<file path="config.mk">
export PLATFORM = sky130hd
export DESIGN_NAME = ime_queue
export DESIGN_NICKNAME = d
export VERILOG_FILES = /design/src/rtl/core/ime_pkg.sv /design/src/rtl/core/ime_queue.sv
export SDC_FILE = /design/constraint.sdc
export NUM_CORES = 1
export LEC_CHECK = 0
export BUFFER_PORTS_ARGS = -buffer_cell sky130_fd_sc_hd__clkbuf_2
export CAP_MARGIN = 30
export CORE_ASPECT_RATIO = 2
export CORE_MARGIN = 8
export CORE_UTILIZATION = 47
export DETAILED_ROUTE_END_ITERATION = 10
export GPL_TIMING_DRIVEN = 0
export PLACE_DENSITY_LB_ADDON = 0.3
export SLEW_MARGIN = 20
export SYNTH_ARGS = -nofsm -noshare
export SYNTH_HDL_FRONTEND = slang
export SYNTH_SLANG_ARGS = --single-unit
</file>
<file path="constraint.sdc">
create_clock -name i_clk -period 6.6 [get_ports i_clk]
set_input_delay 0.66 -clock i_clk [delete_from_list [all_inputs] [get_ports i_clk]]
set_output_delay 0.66 -clock i_clk [all_outputs]
set_load 0.03 [all_outputs]
</file>
<file path="src/rtl/core/ime_pkg.sv">
// Shared types and constants of the inverted Mandelbrot escape-time block.
`timescale 1ns / 1ps
`default_nettype none
package ime_pkg;
    localparam int COORD_FRAC_BITS_DEF = 26;
    localparam int Z_FRAC              = 34;
    localparam int COORD_W             = 32;
    localparam int ITER_W              = 8;
    localparam logic [ITER_W-1:0] LIMIT_RESET = 8'd200;

    // One point after the front end: magnitudes, signs and m^2 + n^2.
    typedef struct packed {
        logic [COORD_W-1:0]   am;
        logic [COORD_W-1:0]   an;
        logic                 neg_m;
        logic                 neg_n;
        logic                 zero;
        logic [2*COORD_W-1:0] d;
    } t_job;
endpackage
`default_nettype wire

</file>
<file path="src/rtl/core/ime_queue.sv">
// Two-entry queue of prepared points between the front and back ends.
`timescale 1ns / 1ps
`default_nettype none
module ime_queue import ime_pkg::*; (
    input  wire logic i_clk,
    input  wire logic i_rst_n,
    input  wire logic i_push,
    input  wire t_job i_job,
    output logic      o_full,
    input  wire logic i_pop,
    output logic      o_valid,
    output t_job      o_job
);
    t_job       r_mem [2];
    logic       r_wr;
    logic       r_rd;
    logic [1:0] r_cnt;

    assign o_full  = (r_cnt == 2'd2);
    assign o_valid = (r_cnt != 2'd0);
    assign o_job   = r_mem[r_rd];

    always_ff @(posedge i_clk) begin
        if (i_push) r_mem[r_wr] <= i_job;
    end

    always_ff @(posedge i_clk) begin
        if (!i_rst_n) begin
            r_wr  <= 1'b0;
            r_rd  <= 1'b0;
            r_cnt <= 2'd0;
        end else begin
            if (i_push) r_wr <= ~r_wr;
            if (i_pop)  r_rd <= ~r_rd;
            r_cnt <= r_cnt + 2'(i_push) - 2'(i_pop);
        end
    end

    a_cnt_bound: assert property (@(posedge i_clk) disable iff (!i_rst_n)
        r_cnt <= 2'd2) else $error("queue count out of range");
    a_no_overflow: assert property (@(posedge i_clk) disable iff (!i_rst_n)
        o_full |-> !i_push) else $error("push into full queue");
    a_no_underflow: assert property (@(posedge i_clk) disable iff (!i_rst_n)
        !o_valid |-> !i_pop) else $error("pop from empty queue");
endmodule
`default_nettype wire

</file>
## Word level (Yosys, flattened, before mapping)

Memory sizes are Yosys's and may differ from the RTL's. A register that Yosys moved wholly into a read port is not among the register bits.
Index checks and enable logic that the tools add are counted.

- $add $sub $neg: 2
- Eq/ne operators: 1
- Bitwise gates (word level): 2
- Reductions and logical operators: 1
- Mux-type cells: 4

Operators with widths:

| operator | count |
|---|---|
| 2-to-1 mux 1 bit | 4 |
| adder 2 x 1 -> 2 bit | 1 |
| equality test 2 bit (second input constant) | 1 |
| NOT 1 bit | 2 |
| nonzero test 2 bit | 1 |
| subtractor 2 x 1 -> 2 bit | 1 |

- Output and inout bits: 133
- Register bits after elaboration: 4
- Memories: 1
- Bits of input ports: 135
- Word-level logic and storage cells: 14
- Memory bits (writable): 262

Memories:

| memory | words | width | rd ports | clocked after Yosys merged registers in | write ports | line | RTL |
|---|---|---|---|---|---|---|---|
| r_mem | 2 | 131 | 1 | 1 | 1 | ime_queue.sv:14 | `t_job r_mem [2];` |

## Longest topological paths before layout

- Word-level depth: 3
- Gate-level depth with buffers: 6
- Mapped depth without buffers: 6

## Worst setup path before layout

Ideal clock, no wire load.

- Path type: input-to-reg
- From: input port i_push
- To: memory r_mem[0][0] in the netlist's numbering, enable pin
- Setup slack: -0.406 ns
- Setup time: 0.639 ns
- Data required time: 5.961 ns
- Stages on the path: 1
- Arrival time: 6.367 ns
- Buffers on the path: 0
- Cell sequence: nor2b_1

- Cells in the longest elaborated chain, start to end: 2

Ends and longest elaborated chain:

| item | line | RTL |
|---|---|---|
| start, declared | ime_queue.sv:7 | `input wire logic i_push,` |
| 2-to-1 mux 1 bit | ime_queue.sv:24 | `if (i_push) r_mem[r_wr] <= i_job;` |
| 2-to-1 mux 1 bit (not written as such) | ime_queue.sv:24 |  |
| end, declared | ime_queue.sv:14 |  |

Every way passes these cells.

==> flow_summary.yaml <==
global_route:
  grt_max_degree: 57
  gr-total-overflow: 0
  grtUsageTotal: 0.1532
  grt_pass1_wl_um: 31280
  grt_pass1_vias: 5726
  antenna_found_initial: 6
final_layout:
  multi_input_area_um2: 1943
  area_growth_pct: 25.71
  final_cells: 1018
  layout-drive-gt1-share: 0.6164
  fill_cells: 1606
  nets: 864
  final_util: 0.6014
  seq_area_um2: 7968
logic_synthesis:
  postSynth.asyncResetShare: 0
  synth_compound_area_frac: 0.0007465
  synthSimpleGateAreaFrac: 0.005599
  synth_edf_count: 262
  syn-num-nets: 566
  synth_top_family_by_area: "multiplexers"
  synth_area_per_cell_um2: 23.44
  muxShareOfSynthArea: 0.1803
  synth_top_area_frac: 0.7824
  synth.area.top_cells: "edfxtp_1 (78%), mux2_4 (13%), mux2_2 (4.6%)"
  synth_fa_ha_area_frac: 0.002488
  synthTopCellsByCount: "edfxtp_1 (262), mux2_4 (90), mux2_2 (41)"
  synth_seq_cells: 267
  synth.distinct_cells: 15
  netlist_instances: 429
  synth_largest_area_cell: "edfxtp_1"
  yosysWarnings: 0
  synthFlopType: "edfxtp_1"
  netlist_area_um2: 10060
  ys_seq_area_frac: 0.7923
  synth_most_common_cell: "edfxtp_1"
  synth_xor_area_frac: 0.003111
job:
  drv_cap: 0
cts:
  cts_resized: 0
  clock_path_buffers: 3
  path_clk_slew_ns: 0.07
  cts_setup_buffers: 0
  postCtsHoldBufs: 0
  clock_latency_ns: 0.51
  cts.sinks: 267
  cts_max_level: 1
  clockRootBuffer: "clkbuf_16"
  cts_tree: "done"
  cts_buffers: 22
min_path:
  worstHoldPathType: "input pin to register"
  holdPathEnd: "r_mem[1][14]"
  worstHoldPathCells: 1
  min-delay-start: "i_job[14]"
die:
  io_pins: 268
  die_height_um: 222.9
  start_util: 0.4784
  die_area_um2: 26620
  fp.coreArea_um2: 21020
  rows: 75
  fp.dieW_um: 119.4
drt:
  avgViaCountPerCell: 4.969
  drtPass1Iterations: 4
  wl_per_cell_um: 20.43
  drt-initial-drc-count: 276
  antenna_left: 0
  vias: 5058
  drc: 0
  wl_um: 20790
sta:
  slew_headroom: 0.4828
  fmax_mhz: 401.1
  skew_ns: 0.02014
  worst_slack_ns: 4.107
  drv_slew: 0
  setup_violations: 0
  period_minus_slack_ns: 2.493
  tightestPinTransition_ns: 0.7741
  tns_ns: 0
  finalHoldViolations: 0
  period_share: 0.3778
  rsz0062_at_grt: "false"
worst_setup_path:
  critPathCaptureType: "output pin"
  worstSetupStartpointType: "register"
  critPathKind: "register to output pin"
  ff2ff_setup_slack_ns: 4.63
  ff2ff_path_depth: 4
  reg2reg_to: "r_mem[0][67]"
  path_max_fanout: 10
  cp_data_required_time_ns: 5.94
  rr_startpoint: "r_wr"
  arrival_ns: 1.83
outcome:
  outcome: "finished, final reports clean"
pwr:
  switching_power_uw: 935.3
  leakage_uw: 0.005025
  swShare: 0.2428
  power_frac_seq: 0.515
  power.total_uw: 3853
  power_density_nw_per_um2: 304.8
  combinationalPowerShare: 0.154
  peakVddDrop_v: 0.0002520
  clock_power_share: 0.332
  intPower_uw: 2917
place:
  dp_hpwl_um: 15690
  pre_cts_ws_ns: 4.109
  gp_congestion: 0.7140
  placedCellCount: 972
  portBuffers: 267
==> state kept, by name, summed over array words and instances (netlist names), named ones only <==
name,flops
r_wr,1
r_rd,1
r_cnt,2
r_mem,262
==> layout by cell type (no fill, tap or decap), types with 3 or more instances in the layout <==
cell and instances:
diode_2 6, mux2_2 41, buf_6 10, clkbuf_16 23, dfxtp_1 5, clkbuf_2 267
nor2b_1 3, mux2_4 90, clkbuf_1 3, buf_12 3, buf_2 4, edfxtp_1 262
and2_1 3, clkinv_2 6, buf_16 4
==> worst max-delay path, stage by stage (launching register included) <==
cell and delay [ns]:
dfxtp_1 0.32, buf_6 0.12, buf_8 0.17, buf_6 0.20, mux2_4 0.31, clkbuf_2 0.20
==> layout make-up <==
| class | count | area share |
|---|---|---|
| Tap cell | 269 | 0.02663 |
| Antenna cell | 6 | 0.001188 |
| Sequential cell | 267 | 0.6303 |
| Clock buffer | 26 | 0.04642 |
| Timing Repair Buffer | 274 | 0.1192 |
| Clock inverter | 14 | 0.01029 |
| Buffer | 15 | 0.01168 |
| Multi-Input combinational cell | 145 | 0.1537 |
| Inverter | 2 | 0.0005939 |
==> power by group through the flow <==
stage | Clock [uW] | Combinational (uW) | Sequential, uW
3_3_place_gp | 0 | 572 | 2030
2_1_floorplan | 0 | 408 | 2020
4_1_cts | 1320 | 604 | 1980
3_5_place_dp | 0 | 602 | 2020
6_report | 1280 | 593 | 1980
5_1_grt | 1380 | 625 | 1990
==> per-layer routing <==
layer / GRT usage / up-vias / share of wire / wire [um]
met2: 0.2993 / 203 / 0.58 / 12060
met5: 0 / - / 0 / 0
met4: 0.08637 / 0 / 0.043 / 884
met1: 0.1326 / 2495 / 0.30 / 6325
li1: - / 2317 / - / -
met3: 0.04326 / 43 / 0.073 / 1523
==> worst max path at each step <==
stage                  start      endpoint  cells after the start  slack (ns)
floorplan             i_push   r_mem[0][0]                      1        2.07
global placement      i_push  r_mem[0][60]                      2        0.42
detailed placement    i_push  r_mem[0][60]                      5        4.11
CTS                 register     o_job[87]                      5        4.04
global route        register     o_job[87]                      5        4.02
finish              register    o_job[107]                      5        4.11
==> logic make-up after synthesis <==
family	Yosys count
adders and majority gates	2
muxes	131
buffers and inverters	17
DFF	267
xor gates and xnor gates	2
AOI/OAI and AO/OA	1
and+or+nand+nor	9
==> metrics by stage <==
step                      hold slack, ns  cell area [um^2]
final                             0.3369             12640
after CTS                         0.3022             12630
after global routing              0.3129             12640
after detailed placement          0.5747             11910
after global placement            0.5687             11730
after floorplan                   0.5546             10060
No activity file was read; power rests on OpenSTA's default activity.
