--- config.mk ---
export PLATFORM = sky130hd
export DESIGN_NAME = ime_front_flat
export DESIGN_NICKNAME = d
export VERILOG_FILES = /design/src/rtl/core/ime_pkg.sv /design/src/rtl/core/ime_if.sv /design/src/rtl/core/ime_front.sv /design/src/flat_wrapper.sv
export SDC_FILE = /design/constraint.sdc
export NUM_CORES = 2
export LEC_CHECK = 0
export ABC_AREA = 1
export BUFFER_PORTS_ARGS = -buffer_cell sky130_fd_sc_hd__clkbuf_2
export CAP_MARGIN = 20
export CORE_UTILIZATION = 25
export DETAILED_ROUTE_END_ITERATION = 8
export GPL_TIMING_DRIVEN = 0
export SYNTH_ARGS = -nofsm -noshare
export SYNTH_HDL_FRONTEND = slang
export SYNTH_SLANG_ARGS = --single-unit
--- constraint.sdc ---
create_clock -name i_clk -period 12.05 [get_ports i_clk]
set_input_delay 3.615 -clock i_clk [delete_from_list [all_inputs] [get_ports i_clk]]
set_output_delay 3.615 -clock i_clk [all_outputs]
set_load 0.02 [all_outputs]
--- src/rtl/core/ime_pkg.sv ---
// Shared types and constants of the inverted Mandelbrot escape-time block.
`timescale 1ns / 1ps
`default_nettype none
package ime_pkg;
    localparam int COORD_FRAC_BITS_DEF = 26;
    localparam int Z_FRAC              = 34;
    localparam int COORD_W             = 32;
    localparam int ITER_W              = 8;
    localparam logic [ITER_W-1:0] LIMIT_RESET = 8'd200;

    // One point after the front end: magnitudes, signs and m^2 + n^2.
    typedef struct packed {
        logic [COORD_W-1:0]   am;
        logic [COORD_W-1:0]   an;
        logic                 neg_m;
        logic                 neg_n;
        logic                 zero;
        logic [2*COORD_W-1:0] d;
    } t_job;
endpackage
`default_nettype wire

--- src/rtl/core/ime_if.sv ---
// Valid/ready channel interfaces for points and for escape results.
`timescale 1ns / 1ps
`default_nettype none
interface ime_in_if;
    logic        valid;
    logic        ready;
    logic [31:0] real_coord;
    logic [31:0] imag_coord;
    modport source (output valid, output real_coord, output imag_coord, input ready);
    modport sink   (input valid, input real_coord, input imag_coord, output ready);
endinterface

`default_nettype wire

--- src/rtl/core/ime_front.sv ---
// Front end: takes a point, forms the magnitudes and the divisor m^2 + n^2.
`timescale 1ns / 1ps
`default_nettype none
module ime_front import ime_pkg::*; (
    input  wire logic i_clk,
    input  wire logic i_rst_n,
    ime_in_if.sink    i_pt,
    output t_job      o_job,
    output logic      o_push,
    input  wire logic i_full
);
    typedef enum logic [1:0] {F_IDLE, F_SQ_M, F_SQ_N, F_PUSH} t_fstate;

    t_fstate r_state;
    t_job    r_job;
    logic [COORD_W-1:0]   sq_op;
    logic [2*COORD_W-1:0] sq;

    // One 32x32 multiplier squares the two magnitudes in turn.
    assign sq_op = (r_state == F_SQ_M) ? r_job.am : r_job.an;
    assign sq    = (2*COORD_W)'(sq_op) * (2*COORD_W)'(sq_op);

    assign i_pt.ready = (r_state == F_IDLE);
    assign o_push     = (r_state == F_PUSH) && !i_full;
    assign o_job      = r_job;

    always_ff @(posedge i_clk) begin
        if (!i_rst_n) begin
            r_state <= F_IDLE;
        end else begin
            case (r_state)
                F_IDLE: begin
                    if (i_pt.valid) begin
                        r_job.neg_m <= i_pt.real_coord[COORD_W-1];
                        r_job.neg_n <= i_pt.imag_coord[COORD_W-1];
                        r_job.am    <= i_pt.real_coord[COORD_W-1] ?
                                       (~i_pt.real_coord + 1'b1) : i_pt.real_coord;
                        r_job.an    <= i_pt.imag_coord[COORD_W-1] ?
                                       (~i_pt.imag_coord + 1'b1) : i_pt.imag_coord;
                        r_state     <= F_SQ_M;
                    end
                end
                F_SQ_M: begin
                    r_job.d <= sq;
                    r_state <= F_SQ_N;
                end
                F_SQ_N: begin
                    r_job.d    <= r_job.d + sq;
                    r_job.zero <= (r_job.am == '0) && (r_job.an == '0);
                    r_state    <= F_PUSH;
                end
                F_PUSH: begin
                    if (!i_full) r_state <= F_IDLE;
                end
                default: r_state <= F_IDLE;
            endcase
        end
    end
endmodule
`default_nettype wire

--- src/flat_wrapper.sv ---
// flat-port wrapper written by rule: the top's interface ports become plain ports
module ime_front_flat import ime_pkg::*;
  (i_clk, i_rst_n, o_job, o_push, i_full, i_pt_valid, i_pt_real_coord, i_pt_imag_coord, i_pt_ready);
  ime_in_if i_pt_i ();
  input  wire logic i_clk;
  input  wire logic i_rst_n;
  output t_job o_job;
  output logic o_push;
  input  wire logic i_full;
  input wire logic [$bits(i_pt_i.valid)-1:0] i_pt_valid;
  input wire logic [$bits(i_pt_i.real_coord)-1:0] i_pt_real_coord;
  input wire logic [$bits(i_pt_i.imag_coord)-1:0] i_pt_imag_coord;
  output wire logic [$bits(i_pt_i.ready)-1:0] i_pt_ready;
  assign i_pt_i.valid = i_pt_valid;
  assign i_pt_i.real_coord = i_pt_real_coord;
  assign i_pt_i.imag_coord = i_pt_imag_coord;
  assign i_pt_ready = i_pt_i.ready;
  ime_front u_core (.i_clk(i_clk), .i_rst_n(i_rst_n), .i_pt(i_pt_i), .o_job(o_job), .o_push(o_push), .i_full(i_full));
endmodule
# == Word level (Yosys, flattened, before mapping) ==
# Cells that the tools add are included.
# totals
regBits,133
in_bits,68
ramBits,0
rom_bits,0
latchBits,0
wordCells,38
memories,0
# classes
div_mod_pow,0
n_bitwise,2
mux,7
n_eq_ne,5
add_sub_neg,3
magnitude_cmp,0
mul,1
reduce_logical,11
shifts,0
# op_table
op,count
$pmux 64 s2,1
$add 32x1->32 const B,2
$add 64x64->64,1
$logic_not 32->1,2
$mul 32x32->64,1
$not 32->32,2
$mux 31,2
$mux 32,1
$pmux 2 s4,1
$reduce_and 2->1,3
$eq 2x2->1 const B,2
$mux 2,2
$ne 2x2->1 const B,2
$reduce_and 3->1,1
$eq 2x1->1 const B,1
$logic_and 1x1->1,2
$logic_not 2->1,1
$reduce_bool 2->1,1
$logic_not 1->1,1

# == Logic depth before layout (Yosys ltp) ==
# logic_depth
ltp_word,5
mapped_depth,52

# == Worst setup path before layout ==
# No wires, ideal clock.
# synth_path
path_kind,flip-flop to flip-flop
from,register u_core.r_state[1]
to,"register u_core.r_job, in the netlist u_core.o_job[61] (data pin)"
t_arrival_ps,8403
path_stages_with_launch,45
n_path_buf,3
synth_period_minus_slack_ps,8657
required_time_ps,11796
setup_slack_ps,3393
cell_sequence,dfxtp_1 inv_1 ha_1 buf_6 buf_4 nand2_1 o21ai_4 inv_2 clkbuf_1 nor2_1 fa_1 inv_1 fa_1 inv_1 fa_1 inv_1 fa_1 inv_1 [... 9 more ...] nand2_1 nor4_1 nand2_1 nand2_1 nand2_1 and2_1 ha_1 nand2_1 nor2_1 inv_1 nor2_1 inv_1 nor4_1 nand2_1 nand2_1 nand2_1 nand3_1 nand2_1
# synth_between
elab_chain_len,5
elab_cells_between_ends,6
# synth_lines
element,line,source
start: declaration,ime_front.sv:14,t_fstate r_state;
start signal: assignment,ime_front.sv:29,r_state <= F_IDLE;
start signal: assignment,ime_front.sv:40,r_state <= F_SQ_M;
start signal: assignment,ime_front.sv:45,r_state <= F_SQ_N;
$eq 2x1->1,"ime_front.sv:20, ime_front.sv:31",
$mux 32,ime_front.sv:20,assign sq_op = (r_state == F_SQ_M) ? r_job.am : r_job.an;
$mul 32x32->64,ime_front.sv:21,assign sq = (2*COORD_W)'(sq_op) * (2*COORD_W)'(sq_op);
$add 64x64->64,ime_front.sv:48,r_job.d <= r_job.d + sq;
$pmux 64 s2 *,ime_front.sv:31,case (r_state)
end: declaration,ime_front.sv:15,t_job r_job;
# Every way passes the cells marked *; elsewhere a longest branch is shown, timed or not.
# A chain may end at the register's enable or synchronous reset.

# == Worst setup path after layout ==
# layout_path
from,register u_core.r_state[1]
to,"register u_core.r_job, in the netlist u_core.o_job[59] (data pin)"
# Same word-level chain as after synthesis.

==> impl_metrics.tcl <==
set metrics [dict create \
    status "finished, final reports clean" \
    r2r_cells 36 \
    cts_made_buffers 17 \
    post-route-period-util 0.969 \
    drive_gt1_frac 0.0776 \
    drc_errors 0 \
    fin_crit_ns 11.68 \
    clkTransAtPathRegs_ns 0.07 \
    finalHoldViolations 0 \
    path_class "reg2reg" \
    grt_first_pass_wirelength_mm 235 \
    wire_per_inst_microns 20.4 \
    setup_viol 0 \
    die-area_sq_um 171000 \
    antenna_found_initial 2 \
    fillers 18300 \
    first_global_vias 37100 \
    yosys_register_bits 133 \
    critPathLaunchType "flop" \
    synth_cell_types 55 \
    fmax_mhz 85.6 \
    cap_viol_max_count 0 \
    gp_congestion 1.01 \
    slowest_delay_ns 0.80 \
    ys.flop_type "edfxtp_1" \
    fin_skew_ns 0.0175 \
    wl_mm 161 \
    hold_ws_ns 0.560 \
    dieHeight_microns 414 \
    seqCellArea_sq_um 3970 \
    dp_hpwl_mm 137 \
    root_buffer "clkbuf_16" \
    cts_tree "yes" \
    r2r_start "u_core.r_state[1]" \
    via_per_inst 4.63 \
    tns_ns 0 \
    io_pins 201 \
    postCtsSetupRepairBufs 0 \
    yosysWarnings 0 \
    grtUsageTotal 0.188 \
    rows 150 \
    synth.cell_area_sq_um 42400 \
    clock_latency_ns 0.53 \
    cts_buffer_depth 2 \
    endpoint_kind "flop" \
    reg2reg_slack_ns 0.37 \
    synth_fp_nets 6658 \
    synth_edf_count 131 \
    drt-initial-drc-count 3313 \
    ant_nets 0 \
    syn_area_per_cell_sq_um 7.81 \
    path_max_fanout 10 \
    reg2reg_to "u_core.o_job[59]" \
    cp-endpoint "u_core.o_job[59]" \
    seq_area_frac_synth 0.0937 \
    multi_input_area_sq_um 32600 \
    synthToLayoutAreaGrowth_pct 10.6 \
    nNetsFinal 6882 \
    initial_core_util 0.253 \
    syn_inst 5431 \
    required_ns 12.32 \
    slew_viol_final 0 \
    dieWidth_microns 414 \
    cp_common_cell "fa_1" \
    cpMaxStageDelayCell "o21ai_2" \
    synth-async-reset-ratio 0 \
    worst_pin_slew_ns 1.23 \
    critPathLaunch "u_core.r_state[1]" \
    overflow 0 \
    htree_levels 4 \
    via_count 36400 \
    numClockSinks 133 \
    first_pass_iters 6 \
    grt_max_degree 65 \
    arrival_ns 11.95 \
    slew_headroom 0.177 \
    core_sq_um 168000 \
    portBuffers 200 \
    min_path_type "reg2reg" \
]
-- per-layer routing --
layer  vias to the layer above  wire length [microns]  part of all wire  global-route usage
li1                      16600                      -                 -                   -
met1                     18000                  64700              0.40               0.239
met2                      1510                  73100              0.45               0.297
met3                       388                  11700             0.073              0.0290
met4                         0                  11200             0.070               0.115
met5                         -                      0                 0                   0
-- cell type report --
| type | instances | share of cell area |
|---|---|---|
| multi-input cells | 3756 | 0.696 |
| inverters | 1439 | 0.115 |
| flip-flops and latches | 133 | 0.0847 |
| well taps | 2204 | 0.0588 |
| repair buffers | 205 | 0.0233 |
| plain buffers | 103 | 0.0102 |
| clock buffers | 18 | 0.00915 |
| clock inverters | 14 | 0.00272 |
| diodes | 3 | 0.000160 |
-- how the worst min path moves through the flow --
stage                           start                 to  slack (ns)  depth (start not counted)
CTS                 u_core.r_state[1]  u_core.r_state[1]        0.55                          2
floorplan           u_core.r_state[1]  u_core.r_state[1]        0.49                          2
finish              u_core.r_state[1]  u_core.r_state[1]        0.56                          2
global route        u_core.r_state[1]  u_core.r_state[1]        0.59                          2
detailed placement  u_core.r_state[1]  u_core.r_state[1]        0.55                          2
global placement    u_core.r_state[1]  u_core.r_state[1]        0.51                          2
-- worst max-delay path, delay by kind of cell (launching register included) --
kind            cells  cell delay, ns
compound gates      5            1.96
fa+ha+maj          11            5.04
flops               1            0.37
simple gates       14            2.77
buf+inv             6            1.24
-- through the flow --
stage	util	instances	cell area (sq um)	setup slack, ns
global placement	0.275	7835	46200	0.498
detailed placement	0.276	7839	46300	0.431
floorplan	-	5431	42400	3.39
global route	0.279	7873	46900	-0.00310
finish	0.279	7875	46900	0.371
CTS	0.279	7871	46800	0.379
-- state kept, by name, summed over array words and instances (netlist names) --
name / flops
u_core.o_job: 131
u_core.r_state: 2
-- layout by cell type (no fill, tap or decap), types with 4 or more instances in the layout --
cell type and n:
nand4_1 33, nor2_2 29, nand3b_1 21, nor3_1 26
buf_6 4, o21bai_1 23, and2_1 27, nor4_1 28
inv_1 1402, buf_2 41, nand3_1 162, o21ai_2 19
o21ai_1 17, nand2_1 996, or2_2 5, nand2_2 21
nor2_1 671, buf_1 7, inv_2 34, ha_1 367
xor2_1 91, a31o_2 9, clkbuf_16 17, a21o_1 9
clkbuf_2 200, clkbuf_1 49, o21ai_0 118, inv_6 4
fa_1 792, o21ai_4 9, nor2_4 5, edfxtp_1 131
a21oi_1 184, nand3_2 6, nor3_2 9, xnor2_1 51
-- synth_stat cells (3+ instances only) --
library cell / number / share of area
or2_2: 5 / 0.00074
edfxtp_1: 131 / 0.093
nor2_2: 29 / 0.0043
inv_1: 1403 / 0.12
nor4_1: 28 / 0.0041
o21ai_0: 118 / 0.014
fa_1: 792 / 0.37
o21ai_1: 17 / 0.0020
buf_1: 7 / 0.00062
a31o_2: 9 / 0.0019
ha_1: 367 / 0.11
nand3_2: 6 / 0.0014
buf_4: 3 / 0.00053
nor3_1: 26 / 0.0031
nand3b_1: 21 / 0.0037
and2_1: 27 / 0.0040
inv_2: 34 / 0.0030
o21ai_4: 3 / 0.0012
nor2_1: 672 / 0.059
nand4_1: 33 / 0.0049
buf_2: 41 / 0.0048
o21ai_2: 25 / 0.0052
xor2_1: 91 / 0.019
nand2_2: 21 / 0.0031
nand3_1: 162 / 0.019
a21o_1: 9 / 0.0016
nand2_1: 996 / 0.088
buf_6: 3 / 0.00080
nor3_2: 9 / 0.0021
a21oi_1: 184 / 0.022
nor2_4: 4 / 0.0011
o21bai_1: 23 / 0.0041
xnor2_1: 51 / 0.011
clkbuf_1: 49 / 0.0043
or2_0: 3 / 0.00044
-- kinds of logic (layout without fill, tap and decap cells) --
logic type | after synthesis | after routing | share of synthesized area
fa+ha+maj | 1159 | 1159 | 0.482
simple gates | 2047 | 2047 | 0.201
other cells | 0 | 3 | 0
xor+xnor | 144 | 144 | 0.0301
buf+inv | 1542 | 1779 | 0.138
compound gates | 406 | 406 | 0.0550
flops | 133 | 133 | 0.0937
-- timing repair --
item | 4_1_cts | 5_1_grt
resized for setup | 0 | 8
endpoints found under the setup margin | 0 | 11
hold endpoints to repair | 0 | 0
hold buffers | 0 | 0
Power is not shown: default switching activity piles up to over one toggle a cycle in this logic, so the estimate is an artifact.
